--- config.mk ---
export PLATFORM = sky130hd
export DESIGN_NAME = water_flow_leak_supervisor
export DESIGN_NICKNAME = d
export VERILOG_FILES = /design/src/rtl/core/wfls_pkg.sv /design/src/rtl/core/water_flow_leak_supervisor.sv /design/src/rtl/core/wfls_eval.sv
export SDC_FILE = /design/constraint.sdc
export NUM_CORES = 2
export LEC_CHECK = 0
export BUFFER_PORTS_ARGS = -buffer_cell sky130_fd_sc_hd__buf_2
export CORE_UTILIZATION = 63
export DETAILED_ROUTE_END_ITERATION = 8
export PLACE_DENSITY_LB_ADDON = 0.12
export RECOVER_POWER = 25
export SETUP_SLACK_MARGIN = 0.4
export SLEW_MARGIN = 20
export SYNTH_ARGS = -nofsm -noshare
export SYNTH_HDL_FRONTEND = slang
export SYNTH_HIERARCHICAL = 1
export SYNTH_SLANG_ARGS = --single-unit
--- constraint.sdc ---
create_clock -name aclk -period 10.8 [get_ports aclk]
set_input_delay 1.62 -clock aclk [delete_from_list [all_inputs] [get_ports aclk]]
set_output_delay 1.62 -clock aclk [all_outputs]
set_load 0.01 [all_outputs]
--- src/rtl/core/wfls_pkg.sv ---
`default_nettype none

package wfls_pkg;

    // Milliseconds in one second, used to scale the sampling intervals.
    localparam int unsigned MS_PER_S = 1000;

    localparam int unsigned INTERVAL_W  = 16;
    localparam int unsigned INTERVAL_MS_W = 26;
    localparam int unsigned TOLERANCE_W = 20;
    localparam int unsigned WORD_W      = 32;
    localparam int unsigned CFG_INDEX_W = 3;

    localparam logic [INTERVAL_W-1:0]  IDLE_INTERVAL_RESET     = 16'd10;
    localparam logic [INTERVAL_W-1:0]  WATERING_INTERVAL_RESET = 16'd10;
    localparam logic [TOLERANCE_W-1:0] TOLERANCE_RESET         = 20'd100;
    localparam logic [WORD_W-1:0]      LEAK_DELAY_RESET        = 32'd10000;
    localparam logic [WORD_W-1:0]      NOFLOW_DELAY_RESET      = 32'd10000;

    typedef enum logic [CFG_INDEX_W-1:0] {
        CFG_IDLE_INTERVAL     = 3'd0,
        CFG_WATERING_INTERVAL = 3'd1,
        CFG_TOLERANCE         = 3'd2,
        CFG_LEAK_DELAY        = 3'd3,
        CFG_NOFLOW_DELAY      = 3'd4
    } cfg_index_t;

    typedef struct packed {
        logic [INTERVAL_W-1:0]  idle_interval_s;
        logic [INTERVAL_W-1:0]  watering_interval_s;
        logic [TOLERANCE_W-1:0] tolerance_ml;
        logic [WORD_W-1:0]      leak_error_delay_ms;
        logic [WORD_W-1:0]      noflow_error_delay_ms;
    } cfg_t;

    typedef struct packed {
        logic [WORD_W-1:0] now_ms;
        logic              main_present;
        logic              valve_open;
        logic [WORD_W-1:0] main_ml;
        logic [WORD_W-1:0] leaf_ml;
    } tick_t;

    typedef struct packed {
        logic              close_all;
        logic              leak_warn;
        logic              leak_error;
        logic              noflow_error;
        logic [WORD_W-1:0] unaccounted_ml;
    } result_t;

endpackage

`default_nettype wire

--- src/rtl/core/water_flow_leak_supervisor.sv ---
`default_nettype none

// Channel   Direction  Handshake               Payload
// s_        in         s_valid / s_ready       now_ms, main_present, valve_open, main_ml, leaf_ml
// m_        out        m_valid / m_ready       close_all, leak_warn, leak_error, noflow_error,
//                                              unaccounted_ml
// cfg_      in         cfg_valid / cfg_ready   cfg_index, cfg_data
//
// One tick is taken every clock cycle while s_ready is high. A tick is held in the input register and is
// evaluated on its way into the result register, from which its result is presented until
// it is transferred. Synchronous reset clears the detector state and restores the register
// defaults.
// A stalled result register holds its contents while the input register still takes one more
// tick; only when both are full does s_ready fall.

module water_flow_leak_supervisor
    import wfls_pkg::*;
(
    input  wire logic                    aclk,
    input  wire logic                    aresetn,

    input  wire logic                    s_valid,
    output logic                         s_ready,
    input  wire logic [WORD_W-1:0]       s_now_ms,
    input  wire logic                    s_main_present,
    input  wire logic                    s_valve_open,
    input  wire logic [WORD_W-1:0]       s_main_ml,
    input  wire logic [WORD_W-1:0]       s_leaf_ml,

    output logic                         m_valid,
    input  wire logic                    m_ready,
    output logic                         m_close_all,
    output logic                         m_leak_warn,
    output logic                         m_leak_error,
    output logic                         m_noflow_error,
    output logic signed [WORD_W-1:0]     m_unaccounted_ml,

    input  wire logic                    cfg_valid,
    output logic                         cfg_ready,
    input  wire logic [CFG_INDEX_W-1:0]  cfg_index,
    input  wire logic [WORD_W-1:0]       cfg_data
);

    cfg_t    cfg_reg;
    tick_t   tick_reg;
    logic    tick_valid_reg;
    result_t res_reg;
    logic    res_valid_reg;
    result_t res_next;
    logic    advance;

    // The register file is always ready; writes to an index beyond the list are dropped.
    assign cfg_ready = 1'b1;

    always_ff @(posedge aclk) begin
        if (!aresetn) begin
            cfg_reg.idle_interval_s       <= IDLE_INTERVAL_RESET;
            cfg_reg.watering_interval_s   <= WATERING_INTERVAL_RESET;
            cfg_reg.tolerance_ml          <= TOLERANCE_RESET;
            cfg_reg.leak_error_delay_ms   <= LEAK_DELAY_RESET;
            cfg_reg.noflow_error_delay_ms <= NOFLOW_DELAY_RESET;
        end else if (cfg_valid && cfg_ready) begin
            case (cfg_index_t'(cfg_index))
                CFG_IDLE_INTERVAL:     cfg_reg.idle_interval_s <= cfg_data[INTERVAL_W-1:0];
                CFG_WATERING_INTERVAL: cfg_reg.watering_interval_s <= cfg_data[INTERVAL_W-1:0];
                CFG_TOLERANCE:         cfg_reg.tolerance_ml <= cfg_data[TOLERANCE_W-1:0];
                CFG_LEAK_DELAY:        cfg_reg.leak_error_delay_ms <= cfg_data;
                CFG_NOFLOW_DELAY:      cfg_reg.noflow_error_delay_ms <= cfg_data;
                default: begin
                end
            endcase
        end
    end

    // The tick in the input register moves on whenever the result register is free or
    // its contents are being transferred out in the same cycle.
    assign advance = tick_valid_reg && (!res_valid_reg || m_ready);
    assign s_ready = !tick_valid_reg || advance;

    always_ff @(posedge aclk) begin
        if (!aresetn) begin
            tick_valid_reg <= 1'b0;
        end else if (s_ready) begin
            tick_valid_reg <= s_valid;
        end
    end

    always_ff @(posedge aclk) begin
        if (s_valid && s_ready) begin
            tick_reg.now_ms       <= s_now_ms;
            tick_reg.main_present <= s_main_present;
            tick_reg.valve_open   <= s_valve_open;
            tick_reg.main_ml      <= s_main_ml;
            tick_reg.leaf_ml      <= s_leaf_ml;
        end
    end

    // Both detectors and their state live here; state moves only when a tick advances,
    // so each tick sees exactly what the previous one left behind.
    wfls_eval u_eval (
        .aclk    (aclk),
        .aresetn (aresetn),
        .en      (advance),
        .tick    (tick_reg),
        .cfg     (cfg_reg),
        .res     (res_next)
    );

    always_ff @(posedge aclk) begin
        if (!aresetn) begin
            res_valid_reg <= 1'b0;
        end else if (advance) begin
            res_valid_reg <= 1'b1;
        end else if (m_ready) begin
            res_valid_reg <= 1'b0;
        end
    end

    always_ff @(posedge aclk) begin
        if (advance) begin
            res_reg <= res_next;
        end
    end

    assign m_valid          = res_valid_reg;
    assign m_close_all      = res_reg.close_all;
    assign m_leak_warn      = res_reg.leak_warn;
    assign m_leak_error     = res_reg.leak_error;
    assign m_noflow_error   = res_reg.noflow_error;
    assign m_unaccounted_ml = $signed(res_reg.unaccounted_ml);

endmodule

`default_nettype wire

--- src/rtl/core/wfls_eval.sv ---
`default_nettype none

module wfls_eval
    import wfls_pkg::*;
(
    input  wire logic    aclk,
    input  wire logic    aresetn,
    input  wire logic    en,
    input  wire tick_t   tick,
    input  wire cfg_t    cfg,
    output result_t      res
);

    logic [WORD_W-1:0] leak_last_check_reg,   leak_last_check_next;
    logic [WORD_W-1:0] leak_last_main_reg,    leak_last_main_next;
    logic [WORD_W-1:0] leak_last_leaf_reg,    leak_last_leaf_next;
    logic              leak_detected_reg,     leak_detected_next;
    logic              leak_reported_reg,     leak_reported_next;
    logic              watering_happened_reg, watering_happened_next;
    logic [WORD_W-1:0] leak_detect_time_reg,  leak_detect_time_next;
    logic [WORD_W-1:0] noflow_last_check_reg, noflow_last_check_next;
    logic [WORD_W-1:0] noflow_last_main_reg,  noflow_last_main_next;
    logic              noflow_detected_reg,   noflow_detected_next;
    logic              noflow_reported_reg,   noflow_reported_next;
    logic [WORD_W-1:0] noflow_detect_time_reg, noflow_detect_time_next;

    logic [INTERVAL_MS_W-1:0] idle_ms;
    logic [INTERVAL_MS_W-1:0] watering_ms;
    logic [WORD_W-1:0]        leak_elapsed;
    logic [WORD_W-1:0]        noflow_elapsed;
    logic [WORD_W-1:0]        leak_diff;
    logic [WORD_W-1:0]        noflow_used;
    logic signed [WORD_W-1:0] tol_s;

    logic              close_all_c;
    logic              leak_warn_c;
    logic              leak_error_c;
    logic              noflow_error_c;
    logic [WORD_W-1:0] unaccounted_c;

    assign idle_ms = INTERVAL_MS_W'(cfg.idle_interval_s) * INTERVAL_MS_W'(MS_PER_S);
    assign watering_ms = INTERVAL_MS_W'(cfg.watering_interval_s) * INTERVAL_MS_W'(MS_PER_S);
    assign leak_elapsed   = tick.now_ms - leak_last_check_reg;
    assign noflow_elapsed = tick.now_ms - noflow_last_check_reg;
    assign leak_diff   = (tick.main_ml - leak_last_main_reg)
                       - (tick.leaf_ml - leak_last_leaf_reg);
    assign noflow_used = tick.main_ml - noflow_last_main_reg;
    assign tol_s = $signed({{(WORD_W-TOLERANCE_W){1'b0}}, cfg.tolerance_ml});

    assign res = {close_all_c, leak_warn_c, leak_error_c, noflow_error_c, unaccounted_c};

    // Leak detector: samples only with a main meter present and all valves shut.
    always_comb begin
        leak_last_check_next   = leak_last_check_reg;
        leak_last_main_next    = leak_last_main_reg;
        leak_last_leaf_next    = leak_last_leaf_reg;
        leak_detected_next     = leak_detected_reg;
        leak_reported_next     = leak_reported_reg;
        watering_happened_next = watering_happened_reg;
        leak_detect_time_next  = leak_detect_time_reg;
        close_all_c   = 1'b0;
        leak_warn_c   = 1'b0;
        leak_error_c  = 1'b0;
        unaccounted_c = '0;
        if (!tick.main_present) begin
            leak_detected_next = 1'b0;
            leak_reported_next = 1'b0;
        end else if (tick.valve_open) begin
            leak_detected_next     = 1'b0;
            leak_reported_next     = 1'b0;
            watering_happened_next = 1'b1;
        end else if (leak_elapsed >= WORD_W'(idle_ms)) begin
            leak_last_check_next = tick.now_ms;
            leak_last_main_next  = tick.main_ml;
            leak_last_leaf_next  = tick.leaf_ml;
            unaccounted_c        = leak_diff;
            if (watering_happened_reg || ($signed(leak_diff) <= tol_s)) begin
                watering_happened_next = 1'b0;
                leak_detected_next     = 1'b0;
                leak_reported_next     = 1'b0;
            end else if (!leak_detected_reg) begin
                close_all_c           = 1'b1;
                leak_warn_c           = 1'b1;
                leak_detect_time_next = tick.now_ms;
                leak_detected_next    = 1'b1;
            end else if (!leak_reported_reg &&
                         ((tick.now_ms - leak_detect_time_reg) >=
                          cfg.leak_error_delay_ms)) begin
                leak_error_c       = 1'b1;
                leak_reported_next = 1'b1;
            end
        end
    end

    // No-flow detector: open valves while the main meter stays within tolerance.
    always_comb begin
        noflow_last_check_next  = noflow_last_check_reg;
        noflow_last_main_next   = noflow_last_main_reg;
        noflow_detected_next    = noflow_detected_reg;
        noflow_reported_next    = noflow_reported_reg;
        noflow_detect_time_next = noflow_detect_time_reg;
        noflow_error_c          = 1'b0;
        if (!tick.main_present) begin
            noflow_detected_next = 1'b0;
            noflow_reported_next = 1'b0;
        end else if (noflow_elapsed >= WORD_W'(watering_ms)) begin
            noflow_last_check_next = tick.now_ms;
            noflow_last_main_next  = tick.main_ml;
            if (!tick.valve_open || ($signed(noflow_used) > tol_s)) begin
                noflow_detected_next = 1'b0;
                noflow_reported_next = 1'b0;
            end else if (!noflow_detected_reg) begin
                noflow_detect_time_next = tick.now_ms;
                noflow_detected_next    = 1'b1;
            end else if (!noflow_reported_reg &&
                         ((tick.now_ms - noflow_detect_time_reg) >=
                          cfg.noflow_error_delay_ms)) begin
                noflow_error_c       = 1'b1;
                noflow_reported_next = 1'b1;
            end
        end
    end

    always_ff @(posedge aclk) begin
        if (!aresetn) begin
            leak_last_check_reg    <= '0;
            leak_last_main_reg     <= '0;
            leak_last_leaf_reg     <= '0;
            leak_detected_reg      <= 1'b0;
            leak_reported_reg      <= 1'b0;
            watering_happened_reg  <= 1'b0;
            leak_detect_time_reg   <= '0;
            noflow_last_check_reg  <= '0;
            noflow_last_main_reg   <= '0;
            noflow_detected_reg    <= 1'b0;
            noflow_reported_reg    <= 1'b0;
            noflow_detect_time_reg <= '0;
        end else if (en) begin
            leak_last_check_reg    <= leak_last_check_next;
            leak_last_main_reg     <= leak_last_main_next;
            leak_last_leaf_reg     <= leak_last_leaf_next;
            leak_detected_reg      <= leak_detected_next;
            leak_reported_reg      <= leak_reported_next;
            watering_happened_reg  <= watering_happened_next;
            leak_detect_time_reg   <= leak_detect_time_next;
            noflow_last_check_reg  <= noflow_last_check_next;
            noflow_last_main_reg   <= noflow_last_main_next;
            noflow_detected_reg    <= noflow_detected_next;
            noflow_reported_reg    <= noflow_reported_next;
            noflow_detect_time_reg <= noflow_detect_time_next;
        end
    end

endmodule

`default_nettype wire

Word level (Yosys, flattened, before mapping)
Cells that the tools add are included.
{ "totals": {"register_bits": 480, "out_inout_bits": 39, "inputBits": 138, "elab_cells": 123} }
{ "op_classes": {"n_lt_le_gt_ge": 6, "n_reduce_logical": 35, "multipliers": 2, "mux": 26, "n_addsub": 8, "bitwise_logic": 8, "n_eq_ne": 10} }
{ "ops": {"columns": ["operator", "count"], "rows": [
  ["subtractor 32 bit", 8],
  [">= comparator 32 x 26 -> 1 bit", 2],
  [">= comparator 32 bit", 2],
  ["multiplier 16 x 7 -> 23 bit (second input constant)", 2],
  ["> comparator 32 x 21 -> 1 bit", 1],
  ["<= comparator 32 x 21 -> 1 bit", 1],
  ["2-to-1 mux 1 bit", 26],
  ["AND reduction 4 bit", 4],
  ["AND reduction 2 bit", 7],
  ["!= test 4 x 2 -> 1 bit (second input constant)", 2],
  ["NOT 1 bit", 8],
  ["OR reduction 4 bit", 2],
  ["== test 3 x 2 -> 1 bit (second input constant)", 2],
  ["!= test 3 x 1 -> 1 bit (second input constant)", 2],
  ["AND reduction 6 bit", 1],
  ["nonzero test 2 bit", 3],
  ["zero test 1 bit", 5],
  ["AND reduction 5 bit", 1],
  ["OR reduction 5 bit", 1],
  ["logical AND 1 bit", 4],
  ["logical OR 1 bit", 4],
  ["== test 3 x 1 -> 1 bit (second input constant)", 1],
  ["== test 3 bit (second input constant)", 1],
  ["zero test 3 bit", 1],
  ["other kinds (4)", 4]
]} }

Logic depth before layout (Yosys ltp)
{ "depth": {"depth_word": 9, "mapped_depth": 33, "depth_no_buf": 30} }

Modules after synthesis
The synthesis kept the hierarchy.
{ "by_module_without_submodules": {"columns": ["module", "instances", "cells_each", "area_per_inst_um2", "seq_area_each_um2"], "rows": [
  ["wfls_eval", 1, 3484, 28352.2, 4584.4],
  ["water_flow_leak_supervisor", 1, 572, 8470.6, 6386.1]
]} }

Worst setup path after synthesis
Ideal clock, no wire load.
{ "synth_path": {"path_type": "register to register", "startpoint": "reg cfg_reg[100] (netlist name)", "endpoint": "reg u_eval.leak_last_main_reg[10]", "synth_period_minus_slack_ns": 7.599, "n_path_buf": 3, "arrival_ns": 7.511, "path_stages_with_launch": 32, "path_slack_ns": 3.201, "path_cell_list": "dfxtp_1 -> fa_1 -> fa_1 -> inv_1 -> fa_1 -> fa_1 -> inv_1 -> ha_1 -> nor2b_1 -> o21a_1 -> o41ai_1 -> o311a_1 -> a21oi_1 -> a41o_1 -> or4_1 -> a31o_2 -> a21oi_1 -> xnor2_1 -> ha_1 -> nand4_1 -> or3_1 -> nor2_1 -> nor3_1 -> o2111ai_1 -> or3_1 -> o31ai_2 -> or2_2 -> buf_2 -> buf_2 -> buf_2 -> nand3_1 -> o31ai_1"} }
{ "synth_between": {"elab_chain_cells": 3} }
{ "synth_rtl": {"columns": ["element", "line", "source"], "rows": [
  ["start: declaration", "water_flow_leak_supervisor.sv:44", "cfg_t cfg_reg;"],
  ["multiplier 16 x 7 -> 23 bit", "wfls_eval.sv:41", "assign idle_ms = INTERVAL_MS_W'(cfg.idle_interval_s) * INTERVAL_MS_W'(MS_PER_S);"],
  [">= comparator 32 x 26 -> 1 bit", "wfls_eval.sv:72", "end else if (leak_elapsed >= WORD_W'(idle_ms)) begin"],
  ["AND reduction 4 bit (no line)", null, null],
  ["end signal: assignment", "wfls_eval.sv:140", "leak_last_main_reg <= leak_last_main_next;"],
  ["end: declaration", "wfls_eval.sv:15", "logic [WORD_W-1:0] leak_last_main_reg, leak_last_main_next;"]
]} }
Every way passes these cells.
A chain may end at the register's enable or synchronous reset.

Worst setup path after layout
{ "layout_path": {"startpoint": "reg cfg_reg[100] (netlist name)", "endpoint": "reg u_eval.leak_last_main_reg[2]"} }
The elaborated chain is that of the path after synthesis.

==> metrics.md <==
| Metric | Value |
|---|---|
| Critical Path Source Type | flip-flop |
| Req. time, crit path | 11.34 ns |
| Synth Register Bits | 481 |
| Wirelength per Cell | 17.6 um |
| GRT Util Overall | 29.6% |
| Largest stage delay on the critical path | 0.62 ns |
| Synthesized cell area | 36,800 um^2 |
| Hold path endpoint | u_eval/noflow_detect_time_reg[17]$_SDFFE_PN0P_ |
| Final Cycle Share | 82.1% |
| Most common cell after layout, fill and taps aside | inv_1 |
| Die Wd | 244 um |
| Post-synth ARST share | 0% |
| Area growth syn-to-layout | 9.09% |
| Final design utilization | 69.6% |
| TritonCTS buffer count | 54 |
| Vias in the first global route | 28,024 |
| Final Critical Period | 8.86 ns |
| WS Path Type | flip-flop to flip-flop |
| Hold depth | 2 |
| R2r setup slk | 1.94 ns |
| Starting density of the core | 63.8% |
| Final Hold Vio Count | 0 |
| Initial antenna violation count | 0 |
| Resize count post-CTS | 0 |
| Gpl congestion | 0.942 |
| CTS tree | built |
| Placed Cells | 4,891 |
| Slew HR | -105% |
| Power per cell area | 140 nW/um^2 |
| I/O pin total | 177 |
| Clock sink count | 481 |
| Syn Nets | 4,810 |
| Slowest-stage cell, CP | or2_4 |
| Synthesized area per cell | 9.08 um^2 |
| Root buffer cell | clkbuf_16 |
| EDFF count, synth | 134 |
| Final count of negative-setup-slack endpoints | 0 |
| Yosys warns | 6 |
| Drt via density | 5.74 |
| Htree depth | 2 |
| Static leakage | 0.0172 uW |
| Min-delay src | u_eval/noflow_detect_time_reg[17]$_SDFFE_PN0P_ |
| Cell Count, Final, Fillers Out | 4,993 |
| Achievable frequency | 113 MHz |
| Worst-Skew Late Latency | 0.64 ns |
| DRT Pass-1 Iters | 6 |
| First-pass GRT wire length | 142,000 um |
| Setup Buffers After CTS | 0 |
| Top cell by count, worst path | fa_1 |
| Max Cap Viol | 5 |
| Post-synth top area share | 18.9% |
| Die Area | 59,400 um^2 |
| Max Slew Vio Count | 151 |
| Largest net degree at the start of global routing | 130 |
| Post-Route WL | 88,000 um |
| Clock Path Buffers | 3 |
| CP Data Arrival Time | 9.40 ns |
| Post-DRT Antenna Nets | 0 |
| Most used cells in the layout excluding fill and tap cells | inv_1, ha_1, nand2_1 |
| Num rows | 88 |
| RR Startpoint | cfg_reg[100]$_SDFFE_PN0P_ |
| TNS Setup | 0 ns |
| Synth top area cells | dfxtp_1, ha_1, edfxtp_1 |
| FF-to-FF path depth | 30 |
| Failing checks | max-capacitance violations, max-slew violations |
| Post-synthesis cell count | 4,056 |
| Status | finished, violations left |
| Peak VDD IR | 0.163 mV |
| Yosys cell types | 85 |
| Register area share after synthesis | 29.8% |
| RSZ-0062 raised after global routing | no |
| Clk slew on worst S/H paths | 0.07 ns |
| DRC | 0 |
| Layout cells sized above 1 | 7.31% |
| Hold_buf cts | 0 |
| Skew final | 0.0467 ns |
| Max FO, Critical Path | 129 |
| DRT iter0 DRCs | 1,923 |
| Worst setup EP type | flip-flop |
| DPL Wire Length | 67,300 um |
| Final #Nets | 4,936 |
| DR vias | 28,636 |
| Ys flop type | dfxtp_1 |
| Largest register FFs | 116 |
| IO buf count | 175 |
| Yosys top cell by area | dfxtp_1 |
| Total grt overflow | 0 |
| HP Class | flip-flop to flip-flop |
| Die height | 244 um |
| Worst-margin pin slew | 3.07 ns |
| FF-to-FF End | u_eval/leak_last_main_reg[2]$_SDFFE_PN0P_ |
| Core ar. | 57,700 um^2 |
-- final cells by class --
cell class | count | area [um^2]
diodes | 1 | 2.50
clock buffers | 64 | 1420
clock inverters | 37 | 432
fillers | 4701 | 17500
inverters | 558 | 2100
multi-input cells | 2892 | 23300
flip-flops and latches | 481 | 11000
well taps | 765 | 957
repair buffers | 195 | 1020
-- per-layer routing --
metal / global-route usage [%] / routed length, um / up-vias
met5: 0 / 0 / -
met4: 8.75 / 2420 / 0
met3: 2.96 / 3980 / 139
met2: 50.3 / 41600 / 679
met1: 39.9 / 40000 / 13626
li1: - / - / 14192
-- worst max-delay path: cells and delay by family, from the launching register on --
kind	cells	cell delay [ns]
adders and majority gates	6	2.62
DFF	1	0.48
xor gates and xnor gates	1	0.14
and+or+nand+nor	9	2.23
buffers and inverters	4	0.84
AOI/OAI and AO/OA	10	2.25
-- synth_stat cells, drive strengths merged, types with 7 or more instances --
cell type	number
nor3b	11
a21oi	219
dfxtp	347
ha	441
nor3	42
edfxtp	134
nor2	210
a2111oi	9
o31ai	46
o211ai	18
xor2	63
xnor2	128
and4	10
and2	7
nor4	9
a31o	7
nand4	37
nor2b	92
nand2	375
and3	18
nand3	141
mux2i	249
clkbuf	76
inv	558
o21a	42
a221oi	7
nand2b	34
o21bai	31
or3	13
a211oi	29
o22ai	7
or2	12
fa	175
o21ai	193
a31oi	22
buf	49
a21o	96
-- metrics by stage --
step	power [uW]	cell area [um^2]	setup slack [ns]	hold WS [ns]
floorplan	3290	36800	3.20	0.435
global placement	3690	38300	2.23	0.441
detailed placement	3720	38300	1.99	0.446
CTS	5650	40200	1.95	0.459
global route	5950	40200	1.38	0.469
finish	5630	40200	1.94	0.460
-- how the worst max path moves through the flow --
stage	start	endpoint	slack, ns	cells past startpoint
global route	cfg_reg[100]$_SDFFE_PN0P_	u_eval/leak_last_main_reg[2]$_SDFFE_PN0P_	1.38	30
CTS	cfg_reg[100]$_SDFFE_PN0P_	u_eval/leak_last_main_reg[13]$_SDFFE_PN0P_	1.95	30
global placement	cfg_reg[102]$_SDFFE_PN0P_	u_eval/leak_last_main_reg[1]$_SDFFE_PN0P_	2.23	30
finish	cfg_reg[100]$_SDFFE_PN0P_	u_eval/leak_last_main_reg[2]$_SDFFE_PN0P_	1.94	30
floorplan	cfg_reg[100]$_SDFFE_PN0P_	u_eval/leak_last_main_reg[10]$_SDFFE_PN0P_	3.20	31
detailed placement	cfg_reg[100]$_SDFFE_PN0P_	u_eval/leak_last_main_reg[13]$_SDFFE_PN0P_	1.99	30
-- cell families (layout without fill, tap and decap cells) --
group / count (synthesis) / count (layout) / synth area share [%]
AND/OR/NAND/NOR: 1035 / 1035 / 13.3
AO/OA/AOI/OAI: 799 / 799 / 13.8
buffers and inverters: 683 / 854 / 7.23
adder cells (fa/ha/maj): 616 / 616 / 24.5
flip-flops: 481 / 481 / 29.8
multiplexers: 250 / 250 / 6.80
XOR/XNOR: 191 / 191 / 4.54
other: 1 / 2 / 0.0102
-- where the power goes --
group	internal (uW)	total [uW]	switching, uW
Combinational	719	1720	1000
Sequential	1930	1990	60.9
Clock	1120	1920	802
Total	3770	5630	1860
Note: power is estimated with default switching activity, not from simulation.
